## src/sv/elm_pkg.sv

```systemverilog
package elm_pkg;

    localparam int RING_DEPTH = 64;
    localparam int ADDR_W     = $clog2(RING_DEPTH);
    localparam int NW         = $clog2(RING_DEPTH + 1);
    localparam int LAG_W      = 20;
    localparam int SUM_W      = LAG_W + NW;
    localparam int TIME_W     = 32;
    localparam int PCT_W      = 7;
    localparam int CNT_OUT_W  = 7;

    // (9*old + new + 5) / 10 by reciprocal, exact below 2^26
    localparam int          SMX_W      = 24;
    localparam int          RECIP10_SH = 27;
    localparam logic [23:0] RECIP10    = 24'd13421773;

    // ceil(n*pct/100) by reciprocal, exact below about 2^17
    localparam int          RK_W        = NW + PCT_W;
    localparam int          RECIP100_SH = 24;
    localparam logic [17:0] RECIP100    = 18'd167773;
    localparam logic [PCT_W-1:0] PCT_MAX = 7'd100;

    localparam logic [1:0] KIND_EVENT = 2'd0;
    localparam logic [1:0] KIND_EOF   = 2'd1;

    localparam logic [2:0] SRC_LEFT   = 3'd0;
    localparam logic [2:0] SRC_RIGHT  = 3'd1;
    localparam logic [2:0] SRC_AXIS_X = 3'd2;
    localparam logic [2:0] SRC_AXIS_Y = 3'd3;

    localparam logic [2:0] ACT_PRESSED = 3'd0;
    localparam logic [2:0] ACT_REPEAT  = 3'd2;
    localparam logic [2:0] ACT_AXIS    = 3'd4;

    localparam logic [1:0] REG_ENABLE = 2'd0;
    localparam logic [1:0] REG_LIMIT  = 2'd1;
    localparam logic [1:0] REG_PCT    = 2'd2;

    typedef struct packed {
        logic             enable;
        logic [LAG_W-1:0] limit;
        logic [PCT_W-1:0] pct;
    } t_cfg;

    typedef struct packed {
        logic capture;
        logic update;
        logic mul;
        logic smooth;
        logic clear_stats;
        logic scan_run;
        logic rank1;
        logic rank2;
        logic next_pass;
        logic found;
        logic load_out;
    } t_cmd;

    typedef struct packed {
        logic last_addr;
        logic hit;
        logic n_zero;
        logic div_busy;
    } t_status;

endpackage

```

## src/sv/elm_div.sv

```systemverilog
module elm_div (
    input  logic                        i_clk,
    input  logic                        i_rst_n,
    input  logic                        i_start,
    input  logic [elm_pkg::SUM_W-1:0]   i_dividend,
    input  logic [elm_pkg::NW-1:0]      i_divisor,
    output logic                        o_busy,
    output logic [elm_pkg::SUM_W-1:0]   o_quotient
);

    localparam int CW = $clog2(elm_pkg::SUM_W + 1);

    logic [CW-1:0]              r_cnt;
    logic [elm_pkg::SUM_W-1:0]  r_quo;
    logic [elm_pkg::NW-1:0]     r_rem;
    logic [elm_pkg::NW-1:0]     r_div;
    logic [elm_pkg::NW:0]       trial;
    logic                       take;

    assign trial = {r_rem, r_quo[elm_pkg::SUM_W-1]};
    assign take  = trial >= {1'b0, r_div};

    always_ff @(posedge i_clk) begin
        if (!i_rst_n) begin
            r_cnt <= '0;
        end else if (i_start) begin
            r_cnt <= CW'(elm_pkg::SUM_W);
        end else if (r_cnt != '0) begin
            r_cnt <= r_cnt - 1'b1;
        end
    end

    // one quotient bit a cycle, restoring
    always_ff @(posedge i_clk) begin
        if (i_start) begin
            r_quo <= i_dividend;
            r_rem <= '0;
            r_div <= i_divisor;
        end else if (r_cnt != '0) begin
            r_quo <= {r_quo[elm_pkg::SUM_W-2:0], take};
            r_rem <= take ? elm_pkg::NW'(trial - {1'b0, r_div}) : elm_pkg::NW'(trial);
        end
    end

    assign o_busy     = r_cnt != '0;
    assign o_quotient = r_quo;

endmodule

```

## src/sv/elm_ctrl.sv

```systemverilog
module elm_ctrl (
    input  logic               i_clk,
    input  logic               i_rst_n,
    input  logic               i_in_valid,
    output logic               o_in_stall,
    output logic               o_out_valid,
    input  logic               i_out_stall,
    input  elm_pkg::t_status   i_status,
    output elm_pkg::t_cmd      o_cmd
);

    typedef enum logic [10:0] {
        S_IDLE  = 11'b000_0000_0001,
        S_UPD   = 11'b000_0000_0010,
        S_MUL   = 11'b000_0000_0100,
        S_SMT   = 11'b000_0000_1000,
        S_SCAN  = 11'b000_0001_0000,
        S_DRAIN = 11'b000_0010_0000,
        S_RK1   = 11'b000_0100_0000,
        S_RK2   = 11'b000_1000_0000,
        S_CHK   = 11'b001_0000_0000,
        S_WDIV  = 11'b010_0000_0000,
        S_OUT   = 11'b100_0000_0000
    } t_state;

    t_state r_state, n_state;
    logic   r_out_valid, n_out_valid;
    logic   out_free;

    assign out_free = !r_out_valid || !i_out_stall;

    always_comb begin
        n_state = r_state;
        o_cmd   = '0;
        unique case (r_state)
            S_IDLE: begin
                if (i_in_valid) begin
                    o_cmd.capture = 1'b1;
                    n_state       = S_UPD;
                end
            end
            S_UPD: begin
                o_cmd.update = 1'b1;
                n_state      = S_MUL;
            end
            S_MUL: begin
                o_cmd.mul = 1'b1;
                n_state   = S_SMT;
            end
            S_SMT: begin
                o_cmd.smooth      = 1'b1;
                o_cmd.clear_stats = 1'b1;
                n_state           = S_SCAN;
            end
            S_SCAN: begin
                o_cmd.scan_run = 1'b1;
                if (i_status.last_addr) begin
                    n_state = S_DRAIN;
                end
            end
            S_DRAIN: begin
                n_state = S_RK1;
            end
            S_RK1: begin
                o_cmd.rank1 = 1'b1;
                n_state     = S_RK2;
            end
            S_RK2: begin
                o_cmd.rank2 = 1'b1;
                n_state     = S_CHK;
            end
            S_CHK: begin
                if (i_status.n_zero || i_status.hit) begin
                    o_cmd.found = 1'b1;
                    n_state     = S_WDIV;
                end else begin
                    o_cmd.next_pass = 1'b1;
                    n_state         = S_SCAN;
                end
            end
            S_WDIV: begin
                if (!i_status.div_busy) begin
                    n_state = S_OUT;
                end
            end
            S_OUT: begin
                if (out_free) begin
                    o_cmd.load_out = 1'b1;
                    n_state        = S_IDLE;
                end
            end
            default: begin
                n_state = S_IDLE;
            end
        endcase
    end

    always_comb begin
        n_out_valid = r_out_valid;
        if (o_cmd.load_out) begin
            n_out_valid = 1'b1;
        end else if (!i_out_stall) begin
            n_out_valid = 1'b0;
        end
    end

    always_ff @(posedge i_clk) begin
        if (!i_rst_n) begin
            r_state     <= S_IDLE;
            r_out_valid <= 1'b0;
        end else begin
            r_state     <= n_state;
            r_out_valid <= n_out_valid;
        end
    end

    assign o_in_stall  = r_state != S_IDLE;
    assign o_out_valid = r_out_valid;

endmodule

```

## src/sv/elm_dp.sv

```systemverilog
module elm_dp (
    input  logic                          i_clk,
    input  logic                          i_rst_n,
    input  elm_pkg::t_cfg                 i_cfg,
    input  elm_pkg::t_cmd                 i_cmd,
    output elm_pkg::t_status              o_status,
    input  logic [1:0]                    i_kind,
    input  logic [elm_pkg::TIME_W-1:0]    i_now_us,
    input  logic [elm_pkg::TIME_W-1:0]    i_frame_number,
    input  logic [2:0]                    i_source,
    input  logic [2:0]                    i_action,
    output logic                          o_stored,
    output logic                          o_pending,
    output logic [elm_pkg::LAG_W-1:0]     o_raw_us,
    output logic [elm_pkg::LAG_W-1:0]     o_smoothed_us,
    output logic [elm_pkg::LAG_W-1:0]     o_average_us,
    output logic [elm_pkg::LAG_W-1:0]     o_minimum_us,
    output logic [elm_pkg::LAG_W-1:0]     o_maximum_us,
    output logic [elm_pkg::LAG_W-1:0]     o_percentile_us,
    output logic [elm_pkg::LAG_W-1:0]     o_last_us,
    output logic [elm_pkg::CNT_OUT_W-1:0] o_valid_count
);

    localparam int AW = elm_pkg::ADDR_W;
    localparam int LW = elm_pkg::LAG_W;
    localparam int NW = elm_pkg::NW;
    localparam int TW = elm_pkg::TIME_W;

    // captured beat
    logic [1:0]    r_kind;
    logic [TW-1:0] r_now;
    logic [TW-1:0] r_frame;
    logic [2:0]    r_src;
    logic [2:0]    r_act;

    // measurement state
    logic          r_waiting;
    logic [TW-1:0] r_start_time;
    logic [TW-1:0] r_start_frame;
    logic [LW-1:0] r_raw;
    logic [LW-1:0] r_smooth;
    logic [LW-1:0] r_last;
    logic [AW-1:0] r_wp;
    logic          r_stored;
    logic          r_sm_pend;
    logic [elm_pkg::SMX_W-1:0]    r_sm_x;
    logic [elm_pkg::SMX_W+23:0]   r_sm_prod;

    // ring
    logic [LW-1:0]         r_ring [elm_pkg::RING_DEPTH];
    logic [elm_pkg::RING_DEPTH-1:0] r_ring_vld;
    logic [AW-1:0]         r_addr;
    logic [LW-1:0]         r_rdata;
    logic                  r_rvld;
    logic                  r_rd_d;

    // statistics
    logic                      r_pass0;
    logic [elm_pkg::SUM_W-1:0] r_sum;
    logic [NW-1:0]             r_n;
    logic [LW-1:0]             r_max;
    logic [LW-1:0]             r_min;
    logic [LW-1:0]             r_prev;
    logic [LW-1:0]             r_best;
    logic [NW-1:0]             r_cnt;
    logic [NW-1:0]             r_cum;
    logic [elm_pkg::RK_W-1:0]  r_rkx;
    logic [NW-1:0]             r_rank;
    logic [LW-1:0]             r_pval;

    logic          tracked;
    logic [TW-1:0] lag;
    logic          lag_ok;
    logic          eof_fire;
    logic [elm_pkg::PCT_W-1:0]      pct_c;
    logic [elm_pkg::RK_W+17:0]      rk_prod;
    logic [NW-1:0]                  rk_q;
    logic [NW-1:0]                  rk_r;
    logic                           div_busy;
    logic [elm_pkg::SUM_W-1:0]      quotient;
    logic [elm_pkg::SUM_W-1:0]      dividend;

    function automatic logic i_src_is_button(input logic [2:0] src);
        return src == elm_pkg::SRC_LEFT || src == elm_pkg::SRC_RIGHT;
    endfunction

    assign tracked = ((i_src_is_button(r_src)) &&
                      (r_act == elm_pkg::ACT_PRESSED || r_act == elm_pkg::ACT_REPEAT)) ||
                     ((r_src == elm_pkg::SRC_AXIS_X || r_src == elm_pkg::SRC_AXIS_Y) &&
                      r_act == elm_pkg::ACT_AXIS);

    assign lag      = r_now - r_start_time;
    assign lag_ok   = (lag != '0) && (lag < TW'(i_cfg.limit));
    assign eof_fire = (r_kind == elm_pkg::KIND_EOF) && r_waiting && (r_frame > r_start_frame);

    always_ff @(posedge i_clk) begin
        if (i_cmd.capture) begin
            r_kind  <= i_kind;
            r_now   <= i_now_us;
            r_frame <= i_frame_number;
            r_src   <= i_source;
            r_act   <= i_action;
        end
    end

    // event and end-of-frame handling
    always_ff @(posedge i_clk) begin
        if (!i_rst_n) begin
            r_waiting     <= 1'b0;
            r_start_time  <= '0;
            r_start_frame <= '0;
            r_raw         <= '0;
            r_smooth      <= '0;
            r_last        <= '0;
            r_wp          <= '0;
            r_stored      <= 1'b0;
            r_sm_pend     <= 1'b0;
        end else if (i_cmd.update) begin
            r_stored  <= 1'b0;
            r_sm_pend <= 1'b0;
            if (r_kind == elm_pkg::KIND_EVENT) begin
                if (i_cfg.enable && !r_waiting && tracked) begin
                    r_start_time  <= r_now;
                    r_start_frame <= r_frame;
                    r_waiting     <= 1'b1;
                end
            end else if (eof_fire) begin
                if (lag_ok) begin
                    r_raw    <= lag[LW-1:0];
                    r_last   <= lag[LW-1:0];
                    r_stored <= 1'b1;
                    r_wp     <= (r_wp == AW'(elm_pkg::RING_DEPTH - 1)) ? '0 : r_wp + 1'b1;
                    if (r_smooth == '0) begin
                        r_smooth <= lag[LW-1:0];
                    end else begin
                        r_sm_pend <= 1'b1;
                    end
                end
                r_waiting     <= 1'b0;
                r_start_time  <= '0;
                r_start_frame <= '0;
            end
        end else if (i_cmd.smooth && r_sm_pend) begin
            r_smooth <= r_sm_prod[elm_pkg::RECIP10_SH +: LW];
        end
    end

    always_ff @(posedge i_clk) begin
        if (i_cmd.update) begin
            r_sm_x <= elm_pkg::SMX_W'({r_smooth, 3'b000}) + elm_pkg::SMX_W'(r_smooth)
                    + elm_pkg::SMX_W'(lag[LW-1:0]) + elm_pkg::SMX_W'(5);
        end
        if (i_cmd.mul) begin
            r_sm_prod <= r_sm_x * elm_pkg::RECIP10;
        end
    end

    // ring store: one write port, one registered read port
    always_ff @(posedge i_clk) begin
        if (i_cmd.update && eof_fire && lag_ok) begin
            r_ring[r_wp] <= lag[LW-1:0];
        end
        if (i_cmd.scan_run) begin
            r_rdata <= r_ring[r_addr];
        end
    end

    always_ff @(posedge i_clk) begin
        if (!i_rst_n) begin
            r_ring_vld <= '0;
            r_addr     <= '0;
            r_rd_d     <= 1'b0;
            r_rvld     <= 1'b0;
        end else begin
            if (i_cmd.update && eof_fire && lag_ok) begin
                r_ring_vld[r_wp] <= 1'b1;
            end
            r_rd_d <= i_cmd.scan_run;
            if (i_cmd.scan_run) begin
                r_rvld <= r_ring_vld[r_addr];
                r_addr <= o_status.last_addr ? '0 : r_addr + 1'b1;
            end
        end
    end

    // scan accumulation: pass 0 gathers sum, count, max; every pass finds
    // the next distinct value above r_prev and its multiplicity
    always_ff @(posedge i_clk) begin
        if (i_cmd.clear_stats) begin
            r_pass0 <= 1'b1;
            r_sum   <= '0;
            r_n     <= '0;
            r_max   <= '0;
            r_cum   <= '0;
            r_prev  <= '0;
            r_best  <= '1;
            r_cnt   <= '0;
        end else if (i_cmd.next_pass) begin
            r_pass0 <= 1'b0;
            r_cum   <= r_cum + r_cnt;
            r_prev  <= r_best;
            r_best  <= '1;
            r_cnt   <= '0;
        end else if (r_rd_d && r_rvld) begin
            if (r_pass0) begin
                r_sum <= r_sum + elm_pkg::SUM_W'(r_rdata);
                r_n   <= r_n + 1'b1;
                if (r_rdata > r_max) begin
                    r_max <= r_rdata;
                end
            end
            if (r_rdata > r_prev) begin
                if (r_rdata < r_best) begin
                    r_best <= r_rdata;
                    r_cnt  <= NW'(1);
                end else if (r_rdata == r_best) begin
                    r_cnt <= r_cnt + 1'b1;
                end
            end
        end
    end

    assign pct_c   = (i_cfg.pct > elm_pkg::PCT_MAX) ? elm_pkg::PCT_MAX : i_cfg.pct;
    assign rk_prod = r_rkx * elm_pkg::RECIP100;
    assign rk_q    = rk_prod[elm_pkg::RECIP100_SH +: NW];
    assign rk_r    = (rk_q == '0) ? '0 : rk_q - 1'b1;

    always_ff @(posedge i_clk) begin
        if (i_cmd.rank1) begin
            r_rkx <= elm_pkg::RK_W'(r_n) * elm_pkg::RK_W'(pct_c) + elm_pkg::RK_W'(99);
        end
        // minimum is the first distinct value, known only after pass 0
        if (i_cmd.rank1 && r_pass0) begin
            r_min <= (r_n == '0) ? '0 : r_best;
        end
        if (i_cmd.rank2) begin
            r_rank <= (rk_r > r_n - 1'b1) ? r_n - 1'b1 : rk_r;
        end
        if (i_cmd.found) begin
            r_pval <= (r_n == '0) ? '0 : r_best;
        end
    end

    assign dividend = r_sum + elm_pkg::SUM_W'(r_n >> 1);

    elm_div u_div (
        .i_clk      (i_clk),
        .i_rst_n    (i_rst_n),
        .i_start    (i_cmd.rank2 && r_pass0),
        .i_dividend (dividend),
        .i_divisor  (r_n),
        .o_busy     (div_busy),
        .o_quotient (quotient)
    );

    assign o_status.last_addr = r_addr == AW'(elm_pkg::RING_DEPTH - 1);
    assign o_status.hit       = ({1'b0, r_cum} + {1'b0, r_cnt}) > {1'b0, r_rank};
    assign o_status.n_zero    = r_n == '0;
    assign o_status.div_busy  = div_busy;

    always_ff @(posedge i_clk) begin
        if (i_cmd.load_out) begin
            o_stored        <= r_stored;
            o_pending       <= r_waiting;
            o_raw_us        <= r_raw;
            o_smoothed_us   <= r_smooth;
            o_average_us    <= (r_n == '0) ? '0 : quotient[LW-1:0];
            o_minimum_us    <= r_min;
            o_maximum_us    <= r_max;
            o_percentile_us <= r_pval;
            o_last_us       <= r_last;
            o_valid_count   <= elm_pkg::CNT_OUT_W'(r_n);
        end
    end

endmodule

```

## src/sv/event_latency_monitor.sv

```systemverilog
// Event latency monitor: lag from a tracked input event to the next frame end.
// Input channel (i_in_valid / o_in_stall): one beat per item, kind selects an
// input event, an end of frame or a stats query. A beat is taken when valid is
// high and stall low; stall is high from the accepting edge until the item's
// result has been loaded into the output register.
// Output channel (o_out_valid / i_out_stall): one beat per item with the full
// statistics. The output register holds a beat while the receiver stalls, and
// the next item is accepted and worked on meanwhile; it finishes only once the
// waiting beat has gone.
// Sequence: update and smoothing, then a scan of the 64-entry ring and rank
// work; every further distinct sample value below the percentile rank costs
// another selection pass over the single ring read port. The mean divider
// starts after the first pass and runs alongside later passes. For an empty or
// single-valued ring the divider bounds the time from accept to output valid.
// Reset: synchronous; clears the measurement, the ring valid bits (no clearing
// pass needed) and restores enable 0, limit 1000000 us, percentile 95.
// APB: registers at 0x0 enable, 0x4 lag limit, 0x8 percentile; pready tied high.
module event_latency_monitor (
    input  logic                           i_clk,
    input  logic                           i_rst_n,
    input  logic                           i_in_valid,
    output logic                           o_in_stall,
    input  logic [1:0]                     i_kind,
    input  logic [elm_pkg::TIME_W-1:0]     i_now_us,
    input  logic [elm_pkg::TIME_W-1:0]     i_frame_number,
    input  logic [2:0]                     i_source,
    input  logic [2:0]                     i_action,
    output logic                           o_out_valid,
    input  logic                           i_out_stall,
    output logic                           o_stored,
    output logic                           o_pending,
    output logic [elm_pkg::LAG_W-1:0]      o_raw_us,
    output logic [elm_pkg::LAG_W-1:0]      o_smoothed_us,
    output logic [elm_pkg::LAG_W-1:0]      o_average_us,
    output logic [elm_pkg::LAG_W-1:0]      o_minimum_us,
    output logic [elm_pkg::LAG_W-1:0]      o_maximum_us,
    output logic [elm_pkg::LAG_W-1:0]      o_percentile_us,
    output logic [elm_pkg::LAG_W-1:0]      o_last_us,
    output logic [elm_pkg::CNT_OUT_W-1:0]  o_valid_count,
    input  logic                           psel,
    input  logic                           penable,
    input  logic                           pwrite,
    input  logic [3:0]                     paddr,
    input  logic [31:0]                    pwdata,
    output logic [31:0]                    prdata,
    output logic                           pready
);

    elm_pkg::t_cfg    r_cfg;
    elm_pkg::t_cmd    cmd;
    elm_pkg::t_status status;
    logic [1:0]       reg_idx;
    logic             cfg_wr;

    // ---- configuration port ----
    assign pready  = 1'b1;
    assign reg_idx = paddr[3:2];
    assign cfg_wr  = psel && penable && pwrite;

    always_ff @(posedge i_clk) begin
        if (!i_rst_n) begin
            r_cfg.enable <= 1'b0;
            r_cfg.limit  <= 20'd1000000;
            r_cfg.pct    <= 7'd95;
        end else if (cfg_wr) begin
            priority case (reg_idx)
                elm_pkg::REG_ENABLE: r_cfg.enable <= pwdata[0];
                elm_pkg::REG_LIMIT:  r_cfg.limit  <= pwdata[elm_pkg::LAG_W-1:0];
                elm_pkg::REG_PCT:    r_cfg.pct    <= pwdata[elm_pkg::PCT_W-1:0];
                default: ;
            endcase
        end
    end

    always_comb begin
        priority case (reg_idx)
            elm_pkg::REG_ENABLE: prdata = {31'b0, r_cfg.enable};
            elm_pkg::REG_LIMIT:  prdata = 32'(r_cfg.limit);
            elm_pkg::REG_PCT:    prdata = 32'(r_cfg.pct);
            default:             prdata = '0;
        endcase
    end

    // ---- sequencer ----
    elm_ctrl u_ctrl (
        .i_clk       (i_clk),
        .i_rst_n     (i_rst_n),
        .i_in_valid  (i_in_valid),
        .o_in_stall  (o_in_stall),
        .o_out_valid (o_out_valid),
        .i_out_stall (i_out_stall),
        .i_status    (status),
        .o_cmd       (cmd)
    );

    // ---- datapath: measurement, ring, statistics, output register ----
    elm_dp u_dp (
        .i_clk           (i_clk),
        .i_rst_n         (i_rst_n),
        .i_cfg           (r_cfg),
        .i_cmd           (cmd),
        .o_status        (status),
        .i_kind          (i_kind),
        .i_now_us        (i_now_us),
        .i_frame_number  (i_frame_number),
        .i_source        (i_source),
        .i_action        (i_action),
        .o_stored        (o_stored),
        .o_pending       (o_pending),
        .o_raw_us        (o_raw_us),
        .o_smoothed_us   (o_smoothed_us),
        .o_average_us    (o_average_us),
        .o_minimum_us    (o_minimum_us),
        .o_maximum_us    (o_maximum_us),
        .o_percentile_us (o_percentile_us),
        .o_last_us       (o_last_us),
        .o_valid_count   (o_valid_count)
    );

    // ---- checks ----
    // an accepted beat keeps the input side busy in the next cycle
    a_busy_after_accept: assert property (@(posedge i_clk) disable iff (!i_rst_n)
        i_in_valid && !o_in_stall |=> o_in_stall)
        else $error("input not held off after accept");

    // a stored sample is nonzero and is the newest ring entry
    a_stored_sample: assert property (@(posedge i_clk) disable iff (!i_rst_n)
        o_out_valid && o_stored |-> o_raw_us != '0 && o_raw_us == o_last_us)
        else $error("stored sample inconsistent");

    // empty ring iff zero maximum
    a_empty_ring: assert property (@(posedge i_clk) disable iff (!i_rst_n)
        o_out_valid |-> (o_valid_count == '0) == (o_maximum_us == '0))
        else $error("count and maximum disagree");

    // percentile lies between minimum and maximum
    a_pct_order: assert property (@(posedge i_clk) disable iff (!i_rst_n)
        o_out_valid |-> o_minimum_us <= o_percentile_us && o_percentile_us <= o_maximum_us)
        else $error("percentile out of range");

endmodule

```

## config.mk

```make
export PLATFORM = sky130hd
export DESIGN_NAME = event_latency_monitor
export DESIGN_NICKNAME = d
export VERILOG_FILES = /design/src/sv/elm_pkg.sv /design/src/sv/elm_div.sv /design/src/sv/elm_ctrl.sv /design/src/sv/elm_dp.sv /design/src/sv/event_latency_monitor.sv
export SDC_FILE = /design/constraint.sdc
export NUM_CORES = 2
export LEC_CHECK = 0
export BUFFER_PORTS_ARGS = -buffer_cell sky130_fd_sc_hd__buf_2
export CAP_MARGIN = 25
export CORE_ASPECT_RATIO = 0.5
export CORE_UTILIZATION = 40
export CTS_BUF_LIST = sky130_fd_sc_hd__clkbuf_4
export DETAILED_ROUTE_END_ITERATION = 6
export MAX_ROUTING_LAYER = met4
export PLACE_DENSITY = 0.53
export SETUP_SLACK_MARGIN = 0.1
export SLEW_MARGIN = 20
export SYNTH_ARGS = -nofsm -noshare
export SYNTH_HDL_FRONTEND = slang
export SYNTH_SLANG_ARGS = --single-unit
```

## constraint.sdc

```tcl
create_clock -name i_clk -period 26.4 [get_ports i_clk]
set_input_delay 3.96 -clock i_clk [delete_from_list [all_inputs] [get_ports i_clk]]
set_output_delay 3.96 -clock i_clk [all_outputs]
set_load 0.01 [all_outputs]
```

Word-level counts from Yosys, hierarchy flattened --
Memory sizes are Yosys's and may differ from the RTL's. A register that Yosys moved wholly into a read port is not among the register bits. Index checks and enable logic that the tools add are counted.
Cells by class: add/sub/neg operators 17, multiply operators 3, order comparisons 12, equality and inequality tests 33, mux-type cells 62, bitwise logic cells 4, reductions and logical operators 51
Operator list (number):
- two-way mux 32 bit | 5
- two-way mux 20 bit | 7
- case mux 11 bit (11 select lines) | 1
- bitwise OR 64 bit | 1
- case mux 20 bit (3 select lines) | 1
- two-way mux 27 bit | 2
- multiplier 24 x 24 -> 47 bit, second input constant | 1
- two-way mux 11 bit | 4
- two-way mux 7 bit | 6
- > comparator 20 bit | 2
- > comparator 32 bit | 1
- < comparator 32 x 20 -> 1 bit | 1
- nonzero test 32 bit | 1
- subtractor 32 bit | 1
- multiplier 14 x 18 -> 31 bit, second input constant | 1
- adder 27 x 20 -> 27 bit | 1
- adder 27 x 6 -> 27 bit | 1
- two-way mux 1 bit | 27
- adder 23 x 20 -> 24 bit | 1
- adder 24 x 20 -> 24 bit | 1
- adder 24 x 3 -> 24 bit, second input constant | 1
- equality test 20 bit | 1
- logical NOT 20 bit | 1
- < comparator 20 bit | 1
- other kinds (55) | 112
Storage, ports and cells: register bits 713, memory bits (writable) 1280, input bits 115, output and inout bits 184, word-level logic and storage cells 233, memories kept 1
Memory list:
- u_dp.r_ring | depth 64, width 20, read ports 1, clocked after Yosys merged registers in 1, wr ports 1, line elm_dp.sv:50 | logic [LW-1:0] r_ring [elm_pkg::RING_DEPTH];

Longest topological paths before layout --
word-level depth 7, mapped depth 32, mapped depth without buffers 30

By module --
From an unflattened synthesis, not the netlist that was laid out.
Unflattened totals: cells, all modules 6738, area total of the unflattened synthesis 99221.4 um2
Modules (own cells, without submodules):
- elm_dp | instances 1, cells an instance 6302, area each 94722.1 um2, seq. area each 54081.9 um2
- elm_div | instances 1, cells an instance 180, area each 2258.4 um2, seq. area each 1261.2 um2
- event_latency_monitor | instances 1, cells an instance 167, area each 1432.6 um2, seq. area each 560.5 um2
- elm_ctrl | instances 1, cells an instance 89, area each 808.3 um2, seq. area each 240.2 um2

Worst setup path after synthesis --
Ideal clock, no wire load.
kind input to register, from in i_out_stall, to reg u_dp.o_average_us[0] (netlist name) (enable), setup time 659 ps, data arrival time 10190 ps, required time 25741 ps, setup slack 15550 ps, stages on the path 1, path buffers 0, cells stage by stage a21oi_1
Between the ends: cells in the longest elaborated chain, start to end 4
Ends and longest elaborated chain:
- start, declared | line event_latency_monitor.sv:29 | input logic i_out_stall,
- logical NOT 1 bit | line elm_ctrl.sv:30 | assign out_free = !r_out_valid || !i_out_stall;
- logical OR 1 bit | line elm_ctrl.sv:30
- two-way mux 1 bit | line elm_ctrl.sv:87 | if (out_free) begin
- two-way mux 1 bit | line elm_ctrl.sv:35 | unique case (r_state)
- end signal, assigned | line elm_dp.sv:267 | o_average_us <= (r_n == '0) ? '0 : quotient[LW-1:0];
- end, declared | line elm_dp.sv:16 | output logic [elm_pkg::LAG_W-1:0] o_average_us,
No other way between the ends. A chain may end at the register's enable or synchronous reset.

Final worst setup path --
from in paddr[3], to out prdata[11]
Between the ends: cells in the longest elaborated chain, start to end 2, elaborated cells on any way between the ends 4, classes of those cells 2 x eq/ne; 1 x mux; 1 x reduce/logical
Ends and longest elaborated chain:
- start, declared | line event_latency_monitor.sv:43 | input logic [3:0] paddr,
- equality test 2 bit (tied with other cells) | line event_latency_monitor.sv:76 | priority case (reg_idx)
- case mux 20 bit (3 select lines) (*) | line event_latency_monitor.sv:76
- end, declared | line event_latency_monitor.sv:45 | output logic [31:0] prdata,
Every way passes the cells marked *; elsewhere a longest branch is shown, timed or not.

==> flow_summary.yaml <==
worst_setup_path:
  critPathLaunchType: "primary input"
  r2r-start: "u_dp.r_rkx[8]"
  crit_fanout: 21
  worstPathArrival_ns: 5.30
  ff2ff_setup_slack_ns: 17.71
  crit_family: "simple AND/OR/NAND/NOR gates"
  slowest_delay_ns: 0.72
  path_common_cell: "buf_2"
  cp_slowest_cell: "nor2b_2"
  crit_type: "in -> out"
  critPathRequiredTime_ns: 22.44
  crit_chain: "buf_2, nor2b_2, and2_1, buf_2"
  crit_start: "paddr[3]"
  cp-end-kind: "output pin"
  cp_num_buf_inv: 2
logic_synthesis:
  synth_edf_count: 1639
  netlist_instances: 6982
  synth_area_mm2: 0.0995
  ys_async_sr_fraction_pct: 0
  ys_types: 89
  synth-seq-cells: 1985
  syn_area_per_cell_um2: 14.2
  synth_flop_cell: "edfxtp_1"
  ys_seq_area_share_pct: 56.4
  yosysWarnings: 0
clock_network:
  cts_setup_buffers: 0
  cts_tree: "yes"
  htree_levels: 5
  clk_pin_slew_ns: 0.07
  cts_root_buffer: "clkbuf_4"
  clockBufferDepth: 4
  clk_latency_ns: 1.29
  clock_sinks: 1985
  ctsResizeCount: 0
  cts_buffers: 466
  postCtsHoldBufs: 0
floorplanning:
  fp-row-count: 129
  die_height_um: 355
  dieWidth_um: 707
  start_util_pct: 40.2
  core-area_mm2: 0.247
  io_pins: 299
  dieArea_mm2: 0.251
cells_and_area:
  layout_commonest_cell: "edfxtp_1"
  area.sequential_mm2: 0.0562
  drive_above_1_share_pct: 22.5
  fillers: 22600
  final_cell_mix: "1639 x edfxtp_1, 797 x inv_1, 728 x clkbuf_4, 630 x ha_1, 488 x nand2_1"
  final_cells: 11300
  finish.instance_area_mm2: 0.112
  multiInputGateArea_mm2: 0.0395
  nets: 8670
  syn2layout_area_growth_pct: 12.2
routing:
  ant_nets: 0
  num_vias: 59000
  drt_iter0_drc: 4661
  first_pass_iters: 6
  vias_per_cell: 5.23
  wirelength_um: 260000
  wl_per_cell_um: 23.0
  drc: 0
grt:
  antenna_found_initial: 24
  grt_pass1_vias: 59900
  grt.overflow.total: 0
  grt_max_degree: 126
  grt_usage_pct: 21.2
  grt_pass1_wl_um: 387000
timing:
  rsz0062_at_grt: "no"
  fin_setup_tns_ns: 0
  fmax_ghz: 0.108
  slew_viol_final: 0
  worst_pin_slew_ns: 1.09
  period_needed_ns: 9.26
  finalHoldViolCount: 0
  min_period_over_period_pct: 35.1
  finalWorstSetupSlack_ns: 17.14
  skew_ns: 0.126
  slew_headroom_pct: 27.4
  setup_viol: 0
pwr:
  p_leak_uw: 0.0415
  p_per_area_mw_per_mm2: 79.3
  peakVddDrop_mv: 0.174
job:
  maxCapViolations: 0
placement:
  gp_congestion: 0.851
  io_buffers: 270
  place_hpwl_um: 168000
  place_area_mm2: 0.106
  preCtsSetupSlack_ns: 17.12
  placed_cells: 10400
hold_path:
  hp-class: "reg -> reg"
  worstHoldStart: "u_dp.r_pval[13]"
status:
  status: "completed"
==> cells in the mapped netlist, types with 32 or more instances <==
master	instances	area share [%]
nor3_1	65	0.33
a21oi_1	295	1.5
xor2_1	42	0.37
ha_1	630	7.9
xnor2_1	101	0.89
nor2b_1	57	0.36
and3_1	32	0.20
inv_1	813	3.1
buf_1	56	0.21
o31ai_1	78	0.59
mux4_2	440	10
nor4_1	93	0.58
nand2b_1	32	0.20
nand4_1	48	0.30
dfxtp_1	346	7.0
clkbuf_1	235	0.89
o21ai_0	213	1.1
nand3_1	143	0.72
mux2i_1	71	0.71
a21o_1	75	0.57
nor2_1	200	0.75
nand2_1	490	1.8
and2_1	53	0.33
edfxtp_1	1639	49
buf_4	33	0.25
fa_1	356	7.2
==> cell type report <==
class / count / share of cell area [%]
Inverter: 816 / 2.75
Clock buffer: 727 / 4.89
Tap cell: 3340 / 3.74
Clock inverter: 99 / 0.433
Sequential cell: 1985 / 50.3
Timing Repair Buffer: 440 / 2.46
Antenna cell: 18 / 0.0404
Multi-Input combinational cell: 3860 / 35.4
==> power by group <==
group	switching, µW	leakage, µW	internal (µW)
Sequential	37.9	0.0176	3660
Clock	1220	0.00357	1270
Combinational	1600	0.0203	1050
==> final timing paths <==
kind,to,cells after the start
min reg2reg,u_dp.o_percentile_us[13],0
max reg2reg,u_dp.r_rank[5],30
min,u_dp.o_percentile_us[13],0
max,prdata[11],4
==> logic make-up (layout without fill, tap and decap cells) <==
logic type / count (synthesis) / count (layout) / share of synthesized area [%]
flip-flops: 1985 / 1985 / 56.4
XOR/XNOR: 143 / 143 / 1.26
buffers and inverters: 1148 / 2082 / 4.48
AND/OR/NAND/NOR: 1326 / 1326 / 6.48
multiplexers: 515 / 515 / 10.7
adder cells (fa/ha/maj): 986 / 986 / 15.1
AO/OA/AOI/OAI: 877 / 877 / 5.53
other: 2 / 31 / 0.00755
==> registers in the layout (all words and copies together), names as in the netlist, 24 cells and up <==
register / cells
u_dp.r_ring: 1280
u_dp.r_ring_vld: 64
u_dp.r_frame: 32
u_dp.r_now: 32
u_dp.r_start_frame: 32
u_dp.r_start_time: 32
r_cfg: 28
u_dp.r_sum: 27
u_dp.u_div.o_quotient: 27
u_dp.r_sm_x: 24
==> through the flow <==
stage	util [%]	hold WS, ns	power [µW]
2_1_floorplan	-	0.400	5630
3_3_place_gp	42.7	0.403	6440
3_5_place_dp	42.7	0.405	6460
4_1_cts	45.1	0.409	8980
5_1_grt	45.1	0.424	9480
6_report	45.1	0.413	8850
==> routing by layer <==
layer / up-vias / share of wire [%] / global-route usage (%)
met3: 307 / 5.3 / 2.85
met4: 0 / 2.1 / 5.14
met1: 30000 / 44 / 28.6
li1: 27200 / - / -
met5: - / 0 / -
met2: 1486 / 48 / 34.2
No activity file was read; power rests on OpenSTA's default activity.
